[src/rtl/dses_pkg.sv]
// Shared widths, constants, stage types and saturation helpers for the stump search.
package dses_pkg;

   localparam int VALUE_PORT_W    = 32;
   localparam int WEIGHT_W        = 31;
   localparam int FEATURE_OUT_W   = 12;
   localparam int SUM_W           = 49;
   localparam int EDGE_W          = 50;

   localparam int DEF_MAX_FEATURES = 4096;
   localparam int DEF_VALUE_BITS   = 32;

   localparam logic signed [SUM_W-1:0] SUM_MAX = {1'b0, {(SUM_W-1){1'b1}}};
   localparam logic signed [SUM_W-1:0] SUM_MIN = {1'b1, {(SUM_W-1){1'b0}}};
   localparam logic signed [EDGE_W-1:0] EDGE_MAX = {1'b0, {(EDGE_W-1){1'b1}}};
   localparam logic signed [EDGE_W-1:0] EDGE_MIN = {1'b1, {(EDGE_W-1){1'b0}}};
   // -1.0 in Q0.31: the bar every feature has to beat
   localparam logic signed [EDGE_W-1:0] EDGE_MINUS_ONE = EDGE_W'(-64'sd2147483648);

   // snapshot of one finished feature, accumulator to edge stage
   typedef struct packed {
      logic signed [SUM_W-1:0]        total;
      logic signed [SUM_W-1:0]        lbs;
      logic signed [VALUE_PORT_W-1:0] lbv;
      logic signed [SUM_W-1:0]        mus;
      logic signed [VALUE_PORT_W-1:0] muv;
      logic signed [VALUE_PORT_W-1:0] value;
      logic                           end_round;
   } feat_type;

   // best stump of one feature, edge stage to round-best stage
   typedef struct packed {
      logic signed [EDGE_W-1:0]       score;
      logic signed [VALUE_PORT_W-1:0] cut;
      logic                           ge_dir;
      logic                           end_round;
   } cand_type;

   // one spare bit on top never overflows, so the sign bits tell saturation
   function automatic logic signed [SUM_W-1:0] sat_sum(input logic signed [SUM_W:0] x);
      logic signed [SUM_W-1:0] r;
      if (x[SUM_W] != x[SUM_W-1]) begin
         r = x[SUM_W] ? SUM_MIN : SUM_MAX;
      end else begin
         r = x[SUM_W-1:0];
      end
      return r;
   endfunction

   function automatic logic signed [EDGE_W-1:0] sat_edge(input logic signed [EDGE_W:0] x);
      logic signed [EDGE_W-1:0] r;
      if (x[EDGE_W] != x[EDGE_W-1]) begin
         r = x[EDGE_W] ? EDGE_MIN : EDGE_MAX;
      end else begin
         r = x[EDGE_W-1:0];
      end
      return r;
   endfunction

endpackage

[src/rtl/decision_stump_edge_search_unit.sv]
// Decision stump edge search: top level, configuration register and stage wiring.
//
// Usage: samples of one boosting round stream in on the req_ channel, feature
// after feature, ascending by value within a feature, each with a Q0.31 weight
// and a label. req_last_of_feature closes a feature, req_last_of_round closes
// the round (and its feature). One item leaves on the rsp_ channel per round:
// the best feature index, its cut, its direction and its edge.
// csr_allow_less_equal is written through csr_valid/csr_ready; the user must write
// it only while idle, which the block does not enforce; csr_ready is always high.
// Throughput: one sample per cycle while req_stall is low, set by the running-sum
// update in the accumulator. Path: a round end passes the input register, feature
// snapshot, edge stage and result register before it shows on rsp_valid.
// Stalls: the result register holds while rsp_stall is high; samples keep
// flowing until a second round end waits at the round-best stage and feature
// ends fill the snapshot and input registers behind it, then req_stall rises.
// Reset clears all valids, the round best and the feature counter, and
// sets allow_less_equal to 0; the block accepts items in the first cycle after.
module decision_stump_edge_search_unit #(
   parameter int MAX_FEATURES = dses_pkg::DEF_MAX_FEATURES,
   parameter int VALUE_BITS   = dses_pkg::DEF_VALUE_BITS
) (
   input  logic                                      clock,
   input  logic                                      reset,
   input  logic                                      req_valid,
   output logic                                      req_stall,
   input  logic signed [dses_pkg::VALUE_PORT_W-1:0]  req_sample_value,
   input  logic [dses_pkg::WEIGHT_W-1:0]             req_sample_weight,
   input  logic                                      req_label_positive,
   input  logic                                      req_last_of_feature,
   input  logic                                      req_last_of_round,
   output logic                                      rsp_valid,
   input  logic                                      rsp_stall,
   output logic [dses_pkg::FEATURE_OUT_W-1:0]        rsp_best_feature,
   output logic signed [dses_pkg::VALUE_PORT_W-1:0]  rsp_best_cut,
   output logic                                      rsp_greater_equal,
   output logic signed [dses_pkg::EDGE_W-1:0]        rsp_winning_edge,
   input  logic                                      csr_valid,
   output logic                                      csr_ready,
   input  logic                                      csr_allow_less_equal
);
   import dses_pkg::*;

   logic      allow_ff, allow_in;
   logic      feat_valid, feat_ready;
   feat_type  feat;
   logic      cand_valid, cand_ready;
   cand_type  cand;

   assign csr_ready = 1'b1;
   assign allow_in  = (csr_valid && csr_ready) ? csr_allow_less_equal : allow_ff;

   always_ff @(posedge clock) begin
      if (reset) begin
         allow_ff <= 1'b0;
      end else begin
         allow_ff <= allow_in;
      end
   end

   dses_accum #(
      .VALUE_BITS (VALUE_BITS)
   ) u_accum (
      .clock               (clock),
      .reset               (reset),
      .req_valid           (req_valid),
      .req_stall           (req_stall),
      .req_sample_value    (req_sample_value),
      .req_sample_weight   (req_sample_weight),
      .req_label_positive  (req_label_positive),
      .req_last_of_feature (req_last_of_feature),
      .req_last_of_round   (req_last_of_round),
      .feat_valid          (feat_valid),
      .feat                (feat),
      .feat_ready          (feat_ready)
   );

   dses_edge u_edge (
      .clock            (clock),
      .reset            (reset),
      .allow_less_equal (allow_ff),
      .feat_valid       (feat_valid),
      .feat             (feat),
      .feat_ready       (feat_ready),
      .cand_valid       (cand_valid),
      .cand             (cand),
      .cand_ready       (cand_ready)
   );

   dses_best #(
      .MAX_FEATURES (MAX_FEATURES)
   ) u_best (
      .clock             (clock),
      .reset             (reset),
      .cand_valid        (cand_valid),
      .cand              (cand),
      .cand_ready        (cand_ready),
      .rsp_valid         (rsp_valid),
      .rsp_stall         (rsp_stall),
      .rsp_best_feature  (rsp_best_feature),
      .rsp_best_cut      (rsp_best_cut),
      .rsp_greater_equal (rsp_greater_equal),
      .rsp_winning_edge  (rsp_winning_edge)
   );

endmodule

[src/rtl/dses_accum.sv]
// Input register and per-feature running sums with cut candidate tracking.
module dses_accum #(
   parameter int VALUE_BITS = dses_pkg::DEF_VALUE_BITS
) (
   input  logic                                       clock,
   input  logic                                       reset,
   input  logic                                       req_valid,
   output logic                                       req_stall,
   input  logic signed [dses_pkg::VALUE_PORT_W-1:0]   req_sample_value,
   input  logic [dses_pkg::WEIGHT_W-1:0]              req_sample_weight,
   input  logic                                       req_label_positive,
   input  logic                                       req_last_of_feature,
   input  logic                                       req_last_of_round,
   output logic                                       feat_valid,
   output dses_pkg::feat_type                         feat,
   input  logic                                       feat_ready
);
   import dses_pkg::*;

   logic                          in_valid_ff, in_valid_in;
   logic signed [VALUE_BITS-1:0]  in_value_ff, in_value_in;
   logic [WEIGHT_W-1:0]           in_weight_ff, in_weight_in;
   logic                          in_label_ff, in_label_in;
   logic                          in_end_feat_ff, in_end_feat_in;
   logic                          in_end_round_ff, in_end_round_in;

   logic                          have_prev_ff, have_prev_in;
   logic signed [VALUE_BITS-1:0]  prev_ff, prev_in;
   logic signed [SUM_W-1:0]       rs_ff, rs_in;
   logic signed [SUM_W-1:0]       lbs_ff, lbs_in;
   logic signed [VALUE_BITS-1:0]  lbv_ff, lbv_in;
   logic signed [SUM_W-1:0]       mus_ff, mus_in;
   logic signed [VALUE_BITS-1:0]  muv_ff, muv_in;

   logic                          feat_valid_ff, feat_valid_in;
   feat_type                      feat_ff, feat_in;

   logic                          accept, feat_free, move;
   logic signed [VALUE_PORT_W-1:0] sw_mag, sw;
   logic signed [SUM_W-1:0]       base, total;
   logic signed [SUM_W-1:0]       lbs_n, mus_n;
   logic signed [VALUE_BITS-1:0]  lbv_n, muv_n;

   assign feat_free = !feat_valid_ff || feat_ready;
   // an item that ends no feature never waits on the downstream stages
   assign move      = in_valid_ff && (!in_end_feat_ff || feat_free);
   assign req_stall = in_valid_ff && !move;
   assign accept    = req_valid && !req_stall;

   always_comb begin
      in_valid_in     = accept ? 1'b1 : (move ? 1'b0 : in_valid_ff);
      in_value_in     = accept ? req_sample_value[VALUE_BITS-1:0] : in_value_ff;
      in_weight_in    = accept ? req_sample_weight : in_weight_ff;
      in_label_in     = accept ? req_label_positive : in_label_ff;
      in_end_feat_in  = accept ? (req_last_of_feature || req_last_of_round) : in_end_feat_ff;
      in_end_round_in = accept ? req_last_of_round : in_end_round_ff;
   end

   always_comb begin
      sw_mag = VALUE_PORT_W'({1'b0, in_weight_ff});
      sw     = in_label_ff ? sw_mag : -sw_mag;
      lbs_n  = lbs_ff;
      lbv_n  = lbv_ff;
      mus_n  = mus_ff;
      muv_n  = muv_ff;
      base   = rs_ff;
      if (!have_prev_ff) begin
         base  = '0;
         lbs_n = '0;
         lbv_n = in_value_ff;
         mus_n = SUM_MIN;
         muv_n = in_value_ff;
      end else if (in_value_ff != prev_ff) begin
         // sum so far is the weight strictly below the new value
         if (rs_ff < lbs_ff) begin
            lbs_n = rs_ff;
            lbv_n = in_value_ff;
         end
         if (rs_ff >= mus_ff) begin
            mus_n = rs_ff;
            muv_n = prev_ff;
         end
      end
      total = sat_sum((SUM_W+1)'(base) + (SUM_W+1)'(sw));
   end

   always_comb begin
      have_prev_in = have_prev_ff;
      prev_in      = prev_ff;
      rs_in        = rs_ff;
      lbs_in       = lbs_ff;
      lbv_in       = lbv_ff;
      mus_in       = mus_ff;
      muv_in       = muv_ff;
      if (move) begin
         have_prev_in = !in_end_feat_ff;
         prev_in      = in_value_ff;
         rs_in        = in_end_feat_ff ? '0 : total;
         lbs_in       = lbs_n;
         lbv_in       = lbv_n;
         mus_in       = mus_n;
         muv_in       = muv_n;
      end
   end

   always_comb begin
      feat_in       = feat_ff;
      feat_valid_in = feat_ready ? 1'b0 : feat_valid_ff;
      if (move && in_end_feat_ff) begin
         feat_valid_in     = 1'b1;
         feat_in.total     = total;
         feat_in.lbs       = lbs_n;
         feat_in.lbv       = VALUE_PORT_W'(lbv_n);
         feat_in.mus       = mus_n;
         feat_in.muv       = VALUE_PORT_W'(muv_n);
         feat_in.value     = VALUE_PORT_W'(in_value_ff);
         feat_in.end_round = in_end_round_ff;
      end
   end

   always_ff @(posedge clock) begin
      if (reset) begin
         in_valid_ff   <= 1'b0;
         have_prev_ff  <= 1'b0;
         feat_valid_ff <= 1'b0;
      end else begin
         in_valid_ff   <= in_valid_in;
         have_prev_ff  <= have_prev_in;
         feat_valid_ff <= feat_valid_in;
      end
   end

   always_ff @(posedge clock) begin
      in_value_ff     <= in_value_in;
      in_weight_ff    <= in_weight_in;
      in_label_ff     <= in_label_in;
      in_end_feat_ff  <= in_end_feat_in;
      in_end_round_ff <= in_end_round_in;
      prev_ff         <= prev_in;
      rs_ff           <= rs_in;
      lbs_ff          <= lbs_in;
      lbv_ff          <= lbv_in;
      mus_ff          <= mus_in;
      muv_ff          <= muv_in;
      feat_ff         <= feat_in;
   end

   assign feat_valid = feat_valid_ff;
   assign feat       = feat_ff;

endmodule

[src/rtl/dses_edge.sv]
// Edge stage: ge and le edges of one feature; le is picked only if allowed and better.
module dses_edge (
   input  logic                clock,
   input  logic                reset,
   input  logic                allow_less_equal,
   input  logic                feat_valid,
   input  dses_pkg::feat_type  feat,
   output logic                feat_ready,
   output logic                cand_valid,
   output dses_pkg::cand_type  cand,
   input  logic                cand_ready
);
   import dses_pkg::*;

   logic                            cand_valid_ff, cand_valid_in;
   cand_type                        cand_ff, cand_in;

   logic signed [EDGE_W:0]          total_x, ge_raw, le_alt, le_raw;
   logic signed [EDGE_W-1:0]        ge_score, le_score;
   logic signed [VALUE_PORT_W-1:0]  le_cut;
   logic                            up_total, take;

   assign feat_ready = !cand_valid_ff || cand_ready;
   assign take       = feat_valid && feat_ready;

   always_comb begin
      total_x  = (EDGE_W+1)'(feat.total);
      ge_raw   = total_x - (EDGE_W+1)'($signed({feat.lbs, 1'b0}));
      ge_score = sat_edge(ge_raw);
      // the whole feature counts as the final at-or-below candidate
      up_total = feat.total >= feat.mus;
      le_alt   = (EDGE_W+1)'($signed({feat.mus, 1'b0})) - total_x;
      le_raw   = up_total ? total_x : le_alt;
      le_score = sat_edge(le_raw);
      le_cut   = up_total ? feat.value : feat.muv;
   end

   always_comb begin
      cand_in       = cand_ff;
      cand_valid_in = cand_ready ? 1'b0 : cand_valid_ff;
      if (take) begin
         cand_valid_in     = 1'b1;
         cand_in.end_round = feat.end_round;
         if (allow_less_equal && (le_score > ge_score)) begin
            cand_in.score  = le_score;
            cand_in.cut    = le_cut;
            cand_in.ge_dir = 1'b0;
         end else begin
            cand_in.score  = ge_score;
            cand_in.cut    = feat.lbv;
            cand_in.ge_dir = 1'b1;
         end
      end
   end

   always_ff @(posedge clock) begin
      if (reset) begin
         cand_valid_ff <= 1'b0;
      end else begin
         cand_valid_ff <= cand_valid_in;
      end
   end

   always_ff @(posedge clock) begin
      cand_ff <= cand_in;
   end

   assign cand_valid = cand_valid_ff;
   assign cand       = cand_ff;

endmodule

[src/rtl/dses_best.sv]
// Round-best stage: feature counter, best stump of the round and the result register.
module dses_best #(
   parameter int MAX_FEATURES = dses_pkg::DEF_MAX_FEATURES
) (
   input  logic                                      clock,
   input  logic                                      reset,
   input  logic                                      cand_valid,
   input  dses_pkg::cand_type                        cand,
   output logic                                      cand_ready,
   output logic                                      rsp_valid,
   input  logic                                      rsp_stall,
   output logic [dses_pkg::FEATURE_OUT_W-1:0]        rsp_best_feature,
   output logic signed [dses_pkg::VALUE_PORT_W-1:0]  rsp_best_cut,
   output logic                                      rsp_greater_equal,
   output logic signed [dses_pkg::EDGE_W-1:0]        rsp_winning_edge
);
   import dses_pkg::*;

   localparam int FEAT_W = (MAX_FEATURES > 1) ? $clog2(MAX_FEATURES) : 1;

   logic [FEAT_W-1:0]               cnt_ff, cnt_in;
   logic signed [EDGE_W-1:0]        best_edge_ff, best_edge_in;
   logic signed [VALUE_PORT_W-1:0]  best_cut_ff, best_cut_in;
   logic                            best_dir_ff, best_dir_in;
   logic [FEAT_W-1:0]               best_feat_ff, best_feat_in;

   logic                            rsp_valid_ff, rsp_valid_in;
   logic [FEATURE_OUT_W-1:0]        rsp_feature_ff, rsp_feature_in;
   logic signed [VALUE_PORT_W-1:0]  rsp_cut_ff, rsp_cut_in;
   logic                            rsp_dir_ff, rsp_dir_in;
   logic signed [EDGE_W-1:0]        rsp_edge_ff, rsp_edge_in;

   logic                            take, emit, better;
   logic [FEAT_W:0]                 cnt_inc;
   logic [FEAT_W-1:0]               cnt_next;
   logic signed [EDGE_W-1:0]        new_edge;
   logic signed [VALUE_PORT_W-1:0]  new_cut;
   logic                            new_dir;
   logic [FEAT_W-1:0]               new_feat;
   logic [FEAT_W+FEATURE_OUT_W-1:0] feat_ext;

   // only a round end needs the result register to be free
   assign cand_ready = !cand_valid || !cand.end_round || !rsp_valid_ff || !rsp_stall;
   assign take       = cand_valid && cand_ready;
   assign emit       = take && cand.end_round;

   always_comb begin
      cnt_inc  = {1'b0, cnt_ff} + (FEAT_W+1)'(1);
      cnt_next = (cnt_inc >= (FEAT_W+1)'(MAX_FEATURES)) ? '0 : cnt_inc[FEAT_W-1:0];
      better   = cand.score > best_edge_ff;
      new_edge = better ? cand.score  : best_edge_ff;
      new_cut  = better ? cand.cut    : best_cut_ff;
      new_dir  = better ? cand.ge_dir : best_dir_ff;
      new_feat = better ? cnt_ff      : best_feat_ff;
      feat_ext = {{FEATURE_OUT_W{1'b0}}, new_feat};
   end

   always_comb begin
      cnt_in       = cnt_ff;
      best_edge_in = best_edge_ff;
      best_cut_in  = best_cut_ff;
      best_dir_in  = best_dir_ff;
      best_feat_in = best_feat_ff;
      if (emit) begin
         cnt_in       = '0;
         best_edge_in = EDGE_MINUS_ONE;
         best_cut_in  = '0;
         best_dir_in  = 1'b1;
         best_feat_in = '0;
      end else if (take) begin
         cnt_in       = cnt_next;
         best_edge_in = new_edge;
         best_cut_in  = new_cut;
         best_dir_in  = new_dir;
         best_feat_in = new_feat;
      end
   end

   always_comb begin
      rsp_valid_in   = emit ? 1'b1 : (rsp_stall ? rsp_valid_ff : 1'b0);
      rsp_feature_in = emit ? feat_ext[FEATURE_OUT_W-1:0] : rsp_feature_ff;
      rsp_cut_in     = emit ? new_cut  : rsp_cut_ff;
      rsp_dir_in     = emit ? new_dir  : rsp_dir_ff;
      rsp_edge_in    = emit ? new_edge : rsp_edge_ff;
   end

   always_ff @(posedge clock) begin
      if (reset) begin
         cnt_ff       <= '0;
         best_edge_ff <= EDGE_MINUS_ONE;
         best_cut_ff  <= '0;
         best_dir_ff  <= 1'b1;
         best_feat_ff <= '0;
         rsp_valid_ff <= 1'b0;
      end else begin
         cnt_ff       <= cnt_in;
         best_edge_ff <= best_edge_in;
         best_cut_ff  <= best_cut_in;
         best_dir_ff  <= best_dir_in;
         best_feat_ff <= best_feat_in;
         rsp_valid_ff <= rsp_valid_in;
      end
   end

   always_ff @(posedge clock) begin
      rsp_feature_ff <= rsp_feature_in;
      rsp_cut_ff     <= rsp_cut_in;
      rsp_dir_ff     <= rsp_dir_in;
      rsp_edge_ff    <= rsp_edge_in;
   end

   assign rsp_valid         = rsp_valid_ff;
   assign rsp_best_feature  = rsp_feature_ff;
   assign rsp_best_cut      = rsp_cut_ff;
   assign rsp_greater_equal = rsp_dir_ff;
   assign rsp_winning_edge  = rsp_edge_ff;

endmodule

[config.mk]
export PLATFORM = sky130hd
export DESIGN_NAME = decision_stump_edge_search_unit
export DESIGN_NICKNAME = d
export VERILOG_FILES = /design/src/rtl/dses_pkg.sv /design/src/rtl/decision_stump_edge_search_unit.sv /design/src/rtl/dses_accum.sv /design/src/rtl/dses_edge.sv /design/src/rtl/dses_best.sv
export SDC_FILE = /design/constraint.sdc
export NUM_CORES = 2
export LEC_CHECK = 0
export ABC_AREA = 1
export BUFFER_PORTS_ARGS = -buffer_cell sky130_fd_sc_hd__buf_2
export CAP_MARGIN = 5
export CORE_MARGIN = 2
export CORE_UTILIZATION = 58
export DETAILED_ROUTE_END_ITERATION = 10
export HOLD_SLACK_MARGIN = 0.05
export PLACE_DENSITY = 0.79
export SLEW_MARGIN = 20
export SYNTH_ARGS = -nofsm -noshare
export SYNTH_HDL_FRONTEND = slang
export SYNTH_HIERARCHICAL = 1
export SYNTH_SLANG_ARGS = --single-unit
[constraint.sdc]
create_clock -name clock -period 14.2 [get_ports clock]
set_clock_uncertainty 0.15 [all_clocks]
set_input_delay 2.84 -clock clock [delete_from_list [all_inputs] [get_ports clock]]
set_output_delay 2.84 -clock clock [all_outputs]
set_load 0.02 [all_outputs]
==> reports/metrics.csv <==
metric;value;unit
Synth area leader;edfxtp_1;
CP max-delay cell;inv_2;
TNS Setup;0;ns
Die H;313;µm
Tightest Hold Check Type;flop to flop;
CTS hold repair buffers;0;
largest net degree at the start of global routing;145;
die area;98100;µm²
Placed Cells;8315;
drt pass-1 iters;8;
Clock Latency Late Sink;0.69;ns
crit path capture type;flop;
Finished Layout Cells;8481;
cell count of the worst reg-to-reg path;30;
fin nets;7615;
multi-input logic area;25900;µm²
CP most frequent cell;nand2_1;
DRC Markers;0;
RR Startpoint;u_accum/feat[243];
Final Hold Vio Count;0;
min cycle time layout;8.52;ns
kind of critical path;flop to flop;
post_cts resized;0;
Final Max Slew Viols;0;
sequential share of the synthesized area;0.437;
Max-cap violations;0;
Total GRT Usage;0.336;
RSZ-0062 raised after global routing;false;
YS warnings;6;
Setup Buffers After CTS;0;
Num CTS Buffers;88;
fill cell count;8227;
maximum VDD drop;0.000106;V
clock slew at reported path FFs;0.06;ns
Core ar.;94900;µm²
port buffer count;168;
WHS Endpoint;u_accum/feat[0];
routed length on met2;74600;µm
layout cell share with drive strength beyond 1;0.0816;
Initial Utilization;0.585;
clock tree buffer depth;3;
Routed wire per std cell;19.7;µm
Setup crit start kind;flop;
Worst EP arrival;8.77;ns
Pleak;29.4;nW
Root Driver;clkbuf_16;
R2R Setup Slk;5.68;ns
final wirelength;167000;µm
fmax;117;MHz
Post-synth EDFFs;732;
Post-Syn Area per Cell;7.87;µm²
Critical Path Max Stage Delay;0.70;ns
Yosys top cell area share;0.396;
worst hold start;u_accum/in_end_round_ff;
register bit total from synthesis;845;
# IOs;170;
final period utilization;0.600;
M1 wire length;71000;µm
Worst Path Required;14.45;ns
Pwr per Cell Area;119;nW/µm²
hold path depth;0;
synthesized area;55500;µm²
Sw Ratio;0.325;
Ant. Diodes;0;
clock power share;0.338;
GP Congestion;1.01;
GRT overflow;0;
Area Growth Syn to Fin;8.27;%
WHS;0.280;ns
first-pass GRT wire length;253000;µm
Rel. slew slack;0.246;
register area;24200;µm²
switching power;2.32;mW
Detail Route Antenna Nets;0;
Worst R2R End;u_edge/cand[83];
prevailing post-synth register cell;edfxtp_1;
Logic pwr share;0.247;
clock sinks;845;
syn nets;7525;
Die Wd;313;µm
Initial DRC Count;5025;
asr flop ratio synth;0;
final setup margin;5.68;ns
initial antenna violation count;2;
sequential power share;0.414;
status;completed;
Synth Instances;7051;
Vias/cell;5.59;
Design Power;7.13;mW
dpl hpwl;129000;µm
final setup vio count;0;
synth unique cells;61;
vias in the first global route;44700;
worst slew pin tran;1.13;ns
H-tree Lvls;3;
Top Metal Used;met4;
top post-synthesis cells by area;edfxtp_1 (40%), nand2_1 (15%), ha_1 (9.0%), inv_1 (7.3%), nand3_1 (4.8%);
vias post-DR;47400;
# rows;113;
Internal;4.81;mW
CTS tree;done;
met3 WL;14100;µm
Place WS;5.76;ns
Crit Path Max Fanout;63;
-- cells in the mapped netlist (50+ instances only) --
cell type and instances:
nand3_1 531, dfxtp_1 113, nand2_2 81, nand2_1 2242
clkbuf_1 84, edfxtp_1 732, inv_1 1079, nor3_1 50
ha_1 399, o21ai_0 170, o21a_1 60, xnor2_1 68
xor2_1 60, a21oi_1 358, buf_2 62, nand4_1 64
nor2_1 519
-- how the worst max path moves through the flow --
stage	from	endpoint	slack, ns
after global placement	u_accum/feat[203]	u_edge/cand[83]	5.98
after floorplan	rsp_stall	u_accum/feat[0]	0.44
after CTS	u_accum/feat[243]	u_edge/cand[83]	5.74
final	u_accum/feat[243]	u_edge/cand[83]	5.68
after detailed placement	u_accum/feat[243]	u_edge/cand[83]	5.76
after global routing	u_accum/feat[243]	u_edge/cand[83]	5.07
-- kinds of logic after synthesis --
logic type / synth area share
adders and majority gates: 0.0911
xor gates and xnor gates: 0.0202
other: 0.0000676
AOI/OAI and AO/OA: 0.0724
and+or+nand+nor: 0.283
buffers and inverters: 0.0967
DFF: 0.437
-- power groups by stage --
stage / combinational [mW] / clock, mW / sequential, mW
2_1_floorplan: 1.26 / 0 / 2.99
3_3_place_gp: 1.67 / 0 / 3.00
3_5_place_dp: 1.71 / 0 / 3.00
4_1_cts: 1.72 / 2.44 / 2.95
5_1_grt: 1.96 / 2.53 / 2.96
6_report: 1.76 / 2.41 / 2.95
-- per-layer routing --
layer,up-vias,track usage
met3,314,0.0485
met2,2066,0.528
met4,0,0.135
li1,23000,-
met5,-,0
met1,22100,0.468
-- area by class of cell --
| cell class | count | area share |
|---|---|---|
| multi-input combinational | 4907 | 0.432 |
| sequential | 845 | 0.404 |
| inverter | 1098 | 0.0689 |
| clock buffer | 109 | 0.0395 |
| tap | 1265 | 0.0263 |
| timing repair buffer | 201 | 0.0187 |
| clock inverter | 56 | 0.0111 |
-- registers in the layout, indices dropped and copies added, names as in the netlist, 12 cells and up --
| signal | count |
|---|---|
| u_best/best_edge_ff | 50 |
| u_best/best_cut_ff | 32 |
| u_accum/mus_ff | 49 |
| u_accum/lbv_ff | 32 |
| u_accum/in_value_ff | 32 |
| u_edge/cand | 84 |
| u_best/rsp_best_cut | 32 |
| u_accum/feat | 244 |
| u_accum/muv_ff | 32 |
| u_best/cnt_ff | 12 |
| u_best/rsp_winning_edge | 50 |
| u_accum/rs_ff | 49 |
| u_best/rsp_best_feature | 12 |
| u_best/best_feat_ff | 12 |
| u_accum/in_weight_ff | 31 |
| u_accum/lbs_ff | 49 |
| u_accum/prev_ff | 32 |
-- worst max-delay path, delay by kind of cell (launching register included) --
family                   cells  cell delay [ns]
AND/OR/NAND/NOR             20             3.59
adder cells (fa/ha/maj)      3             1.22
AO/OA/AOI/OAI                1             0.14
flip-flops                   1             0.45
buffers and inverters        6             2.52
-- through the flow --
step / utilization / instance area [µm²]
2_1_floorplan: - / 55500
3_3_place_gp: 0.601 / 57000
3_5_place_dp: 0.601 / 57000
4_1_cts: 0.633 / 60000
5_1_grt: 0.633 / 60100
6_report: 0.633 / 60100
-- cells in the final DEF (no fill, tap or decap), types with 8 or more instances in the layout --
cell           n
nor2_1       516
a21o_1        18
clkbuf_1      13
buf_2        168
ha_1         399
nand2_1     2240
clkbuf_16     89
inv_1       1074
nand3_2       46
nand2_2       82
clkinv_2      14
nand3b_1      40
nor2_2         9
xnor2_1       68
bufinv_16     11
clkinvlp_4     8
o21bai_1      30
or2_2         19
nor4_1        13
buf_4         30
o21a_1        60
a21oi_1      357
nor3_1        50
o21ai_0      170
xor2_1        60
clkinv_1      14
a21oi_2       38
and2_1        29
nand2_4        9
edfxtp_1     732
a21boi_0       8
nand3_1      530
dfxtp_1      112
inv_2         19
nand4_1       64
Note: power is estimated with default switching activity, not from simulation.
